`src/hamming_radius_sketch_search_macros.svh`:
```
// Assertion macros for the sketch search block.
`ifndef HAMMING_RADIUS_SKETCH_SEARCH_MACROS_SVH
`define HAMMING_RADIUS_SKETCH_SEARCH_MACROS_SVH
`ifndef SYNTHESIS
`define HRSS_ASSERT(label, clk, rst, prop, msg) \
  label: assert property (@(posedge clk) disable iff (rst) (prop)) else $error(msg);
`define HRSS_ASSERT_RST(label, clk, prop, msg) \
  label: assert property (@(posedge clk) (prop)) else $error(msg);
`else
`define HRSS_ASSERT(label, clk, rst, prop, msg)
`define HRSS_ASSERT_RST(label, clk, prop, msg)
`endif
`endif

```
`src/hrss_pkg.sv`:
```
// Shared constants and types for the sketch search block.
package hrss_pkg;
  localparam int MaxEntries = 64;
  localparam int MaxLength  = 64;
  localparam int EntW = $clog2(MaxEntries);
  localparam int PosW = $clog2(MaxLength);
  localparam int DbAw = EntW + PosW;

  localparam logic OP_DB    = 1'b0;
  localparam logic OP_QUERY = 1'b1;

  localparam logic [1:0] REG_SYMBOL_BITS   = 2'd0;
  localparam logic [1:0] REG_VECTOR_LENGTH = 2'd1;
  localparam logic [1:0] REG_MAX_ERRORS    = 2'd2;
  localparam logic [1:0] REG_ENTRY_COUNT   = 2'd3;

  typedef struct packed {
    logic [7:0] mask;
    logic [6:0] len;
    logic [6:0] limit;
    logic [6:0] count;
  } hrss_cfg_t;

  function automatic logic [7:0] sym_mask(input logic [3:0] bits);
    logic [7:0] m;
    m = 8'd0;
    for (int i = 0; i < 8; i++) begin
      if (bits > 4'(i)) m[i] = 1'b1;
    end
    return m;
  endfunction
endpackage

```
`src/hrss_order.sv`:
```
// Result sorter: distance table swept once per distance, output register.
`include "hamming_radius_sketch_search_macros.svh"
module hrss_order import hrss_pkg::*; (
  input  logic            clk,
  input  logic            rst,
  input  logic            dist_valid,
  input  logic [EntW-1:0] dist_entry,
  input  logic [6:0]      dist_value,
  input  logic            scan_done,
  input  hrss_cfg_t       cfg,
  output logic            busy,
  output logic            out_valid,
  input  logic            out_stall,
  output logic [EntW-1:0] match_id,
  output logic [6:0]      distance,
  output logic            last_result,
  output logic            empty_res
);
  typedef enum logic [2:0] {S_IDLE, S_RD, S_CHK, S_FLUSH, S_WAIT} state_t;

  logic [6:0] dtab [MaxEntries];
  logic [6:0] rd;
  state_t state;
  logic [EntW:0] e;
  logic [6:0] d;
  logic [EntW:0] n;
  logic have;
  logic [EntW-1:0] h_id;
  logic [6:0] h_d;
  logic [6:0] lim;
  logic load;

  assign lim = (cfg.limit > 7'(MaxLength)) ? 7'(MaxLength) : cfg.limit;

  // load the output register when it is free and an item is ready
  assign load = (!out_valid || !out_stall) &&
                ((state == S_CHK && rd == d && have) || state == S_FLUSH);

  always_ff @(posedge clk) begin
    if (dist_valid) dtab[dist_entry] <= dist_value;
    rd <= dtab[e[EntW-1:0]];
  end

  // sweep distances and entries; hold one pending match to mark the last
  always_ff @(posedge clk) begin
    if (rst) begin
      state <= S_IDLE;
      out_valid <= 1'b0;
      have <= 1'b0;
      n <= '0;
    end else begin
      if (load) out_valid <= 1'b1;
      else if (!out_stall) out_valid <= 1'b0;
      case (state)
        S_IDLE: begin
          if (scan_done) begin
            e <= '0;
            d <= '0;
            n <= '0;
            have <= 1'b0;
            state <= S_RD;
          end
        end
        S_RD: begin
          if (d > lim || n >= (EntW+1)'(MaxEntries)) state <= S_FLUSH;
          else if ({1'b0, e} >= {1'b0, cfg.count}) begin
            e <= '0;
            d <= d + 7'd1;
          end else state <= S_CHK;
        end
        S_CHK: begin
          if (rd == d) begin
            if (have) begin
              if (!out_valid || !out_stall) begin
                match_id <= h_id;
                distance <= h_d;
                last_result <= 1'b0;
                empty_res <= 1'b0;
                h_id <= e[EntW-1:0];
                h_d <= d;
                n <= n + (EntW+1)'(1);
                e <= e + (EntW+1)'(1);
                state <= S_RD;
              end
            end else begin
              have <= 1'b1;
              h_id <= e[EntW-1:0];
              h_d <= d;
              n <= n + (EntW+1)'(1);
              e <= e + (EntW+1)'(1);
              state <= S_RD;
            end
          end else begin
            e <= e + (EntW+1)'(1);
            state <= S_RD;
          end
        end
        S_FLUSH: begin
          if (!out_valid || !out_stall) begin
            last_result <= 1'b1;
            empty_res <= !have;
            match_id <= have ? h_id : '0;
            distance <= have ? h_d : 7'd0;
            state <= S_WAIT;
          end
        end
        S_WAIT: begin
          if (!out_valid || !out_stall) state <= S_IDLE;
        end
        default: state <= S_IDLE;
      endcase
    end
  end

  assign busy = (state != S_IDLE);

  `HRSS_ASSERT(a_cnt, clk, rst, n <= (EntW+1)'(MaxEntries), "too many results")
  `HRSS_ASSERT(a_empty, clk, rst, (out_valid && empty_res) |-> last_result, "empty not last")
  `HRSS_ASSERT(a_done, clk, rst, scan_done |-> state == S_IDLE, "sort busy at scan end")
endmodule

```
`config.mk`:
```
export PLATFORM = sky130hd
export DESIGN_NAME = hrss_order
export DESIGN_NICKNAME = d
export VERILOG_FILES = /design/src/hrss_pkg.sv /design/src/hrss_order.sv
export VERILOG_INCLUDE_DIRS = /design/src /design/src/src
export SDC_FILE = /design/constraint.sdc
export NUM_CORES = 1
export LEC_CHECK = 0
export ABC_AREA = 1
export BUFFER_PORTS_ARGS = -buffer_cell sky130_fd_sc_hd__buf_4
export CAP_MARGIN = 40
export CORE_MARGIN = 4
export CORE_UTILIZATION = 50
export CTS_CLUSTER_DIAMETER = 30
export DETAILED_ROUTE_END_ITERATION = 16
export HOLD_SLACK_MARGIN = 0.02
export PLACE_DENSITY = 0.67
export SLEW_MARGIN = 20
export SYNTH_ARGS = -nofsm -noshare
export SYNTH_HDL_FRONTEND = slang
export SYNTH_SLANG_ARGS = --single-unit
```
`constraint.sdc`:
```
create_clock -name clk -period 9.4 [get_ports clk]
set_clock_uncertainty 0.2 [all_clocks]
set_input_delay 0.47 -clock clk [delete_from_list [all_inputs] [get_ports clk]]
set_output_delay 0.47 -clock clk [all_outputs]
set_load 0.1 [all_outputs]
```
==> impl_metrics.yaml <==
worst_setup_path:
  cp_common_cell: "nand2_1"
  crit_type: "register to register"
  crit_buf_inv: 5
  rrSetupSlack_ns: 5.66
  cp-startpoint: "e[0]"
  ff2ff_path_depth: 14
  max_stage_delay_ns: 0.62
  worstPathMaxFanout: 62
  crit_path_end_kind: "register"
  r2r-start: "e[0]"
  crit_slowest_cell: "buf_4"
  path_cells: "buf_4, buf_16, buf_4, buf_12, nor2_1, nor2_1, o21ai_0, o211ai_1, nand3_1, nand2_1, nand2_1, nand2_1, clkinv_1, nand2_1"
  required_ns: 9.73
  arrival_ns: 4.07
  reg2reg_to: "rd[0]"
  critPathTopFamily: "buffers and inverters"
  worstSetupStartpointType: "register"
run_status:
  status: "finished clean"
flow_run:
  drv_cap: 0
routing:
  ant_nets: 0
  finalWirelength_um: 49900
  num_vias: 14500
  viasPerCell: 5.47
  firstDrtPassIters: 7
  drtIter0Drc: 1251
  avgRoutedWirePerCell_um: 18.8
  drc: 0
global_routing:
  grt_pass1_vias: 14400
  grt_pass1_wl_um: 78300
  grt_use_total_pct: 21.3
  grt_antenna_before_repair: 0
  grt_max_degree: 88
  overflow: 0
layout:
  num_antenna_cells: 0
  layout.nets: 2059
  areaGrowthSynthToFinish_pct: 18.8
  drive_gt1_share_pct: 11.7
timing:
  finalSetupViolCount: 0
  timing.setup.tns_ns: 0
  fin_crit_ns: 3.74
  slew_headroom_pct: 41.9
  rsz0062_at_grt: "no"
  max_freq_ghz: 0.268
  holdWs_ns: 0.0674
  hold_viol_final: 0
  maxSlewViolCount: 0
  min_period_over_period_pct: 39.7
  worstMarginPinSlew_ns: 0.870
min_path:
  min_from: "dist_entry[2]"
  hold_path_class: "input pin to register"
  whs_endpoint: "dtab[34][5]"
  hold_depth: 2
cts:
  clkLatencyLatePin_ns: 0.60
  numCtsBuffers: 96
  tritoncts: "done"
  clk_pin_slew_ns: 0.05
  cts_buffer_depth: 3
  cts_resized: 0
  cts.sinks: 509
  root_buffer: "clkbuf_16"
  cts_hold_buf: 1
  htreeDepth: 3
  postCtsSetupRepairBufs: 0
synth:
  synthTopCellsByArea: "edfxtp_1 (68%), nor2_1 (8.4%), o21ai_0 (4.6%)"
  postSynthCellCount: 1922
  syn_nets: 1986
  syn-cell-area_um2: 21600
  synth_most_common_cell: "edfxtp_1"
  ys_warn_count: 0
  netlist-cell-type-count: 34
  synth_common_cells: "edfxtp_1 (490), nor2_1 (482), nand2_1 (234)"
  synth-edff-count: 490
  syn_avg_cell_area_um2: 11.2
  ys_seq_area_share_pct: 70.0
  synth-async-reset-ratio_pct: 0
  ys_ff_latch: 509
  synth_flop_cell: "edfxtp_1"
  synth_area_leader_cell: "edfxtp_1"
  synth_top_area_share_pct: 68.2
pwr:
  power_mw: 6.77
  p_leak_nw: 9.22
  ir_worst_vdd_mv: 0.206
  p_per_area_nw_per_um2: 264
floorplanning:
  dieArea_um2: 46500
  design.core.area_um2: 42300
  ioPinCount: 64
  start_util_pct: 50.9
  dieHeight_um: 216
  std_cell_rows: 75
  die_x_um: 216
placed_design:
  numPortBuffers: 48
  finalWeightedCongestion: 0.827
  dp_hpwl_um: 28000
==> kinds of logic after synthesis <==
kind of cell    after synthesis  synth area share (%)
compound gates              324                  7.98
xor+xnor                      5                 0.203
fa+ha+maj                    17                 0.987
buf+inv                     197                  4.47
flops                       509                  70.0
simple gates                870                  16.3
==> how the worst max path moves through the flow <==
stage,to,slack (ns),cells past startpoint
5_1_grt,rd[0],5.45,14
4_1_cts,rd[0],5.71,14
2_1_floorplan,distance[0],6.26,3
6_report,rd[0],5.66,14
3_3_place_gp,rd[0],4.94,12
3_5_place_dp,rd[0],5.75,14
==> power breakdown <==
group          switching (mW)  internal (mW)
Clock                    1.10           2.29
Combinational           0.572          0.231
Sequential             0.0301           2.54
==> through the flow <==
| step | cell area [um2] | setup WS, ns | utilization [%] | std cells |
|---|---|---|---|---|
| floorplan | 21600 | 6.26 | - | 1922 |
| detailed placement | 22300 | 5.75 | 52.7 | 2470 |
| CTS | 25600 | 5.71 | 60.4 | 2648 |
| finish | 25600 | 5.66 | 60.5 | 2651 |
| global placement | 22200 | 4.94 | 52.4 | 2465 |
| global route | 25600 | 5.45 | 60.5 | 2651 |
==> flip-flops by register name, summed over array words and instances, names as in the netlist <==
signal and flops:
e 7, empty_res 1, d 7, rd 7, out_valid 1, state 3
h_id 6, last_result 1, n 7, match_id 6, have 1, h_d 7
distance 7, dtab 448
==> layout by cell type, fill, tap and decap left out, types with 5 or more instances in the layout <==
master / Yosys / layout
a21oi_1: 27 / 27
buf_4: 14 / 68
bufinv_16: 0 / 14
clkbuf_1: 34 / 9
clkbuf_16: 0 / 99
clkinv_1: 3 / 21
clkinv_2: 0 / 14
clkinv_4: 0 / 7
clkinvlp_4: 0 / 13
dfxtp_1: 19 / 19
edfxtp_1: 490 / 490
ha_1: 17 / 17
inv_1: 86 / 86
inv_2: 6 / 5
inv_6: 0 / 5
nand2_1: 234 / 234
nand3_1: 107 / 107
nand4_1: 17 / 17
nor2_1: 482 / 482
nor2_2: 6 / 6
nor4_1: 13 / 12
o211ai_1: 34 / 34
o21ai_0: 198 / 198
o21ai_1: 58 / 58
==> area by class of cell <==
class / instances / area [um2]
multi-input combinational: 1216 / 5510
fill: 3312 / 16700
clock buffer: 108 / 2510
clock inverter: 69 / 747
tap: 577 / 722
timing repair buffer: 76 / 662
sequential: 509 / 15100
inverter: 96 / 367
==> layer usage <==
layer	GRT usage (%)	wire, um
met3	4.08	3200
met5	0	0
met2	35.4	24300
met1	28.4	20900
met4	7.49	1490
Note: power is estimated with default switching activity, not from simulation.
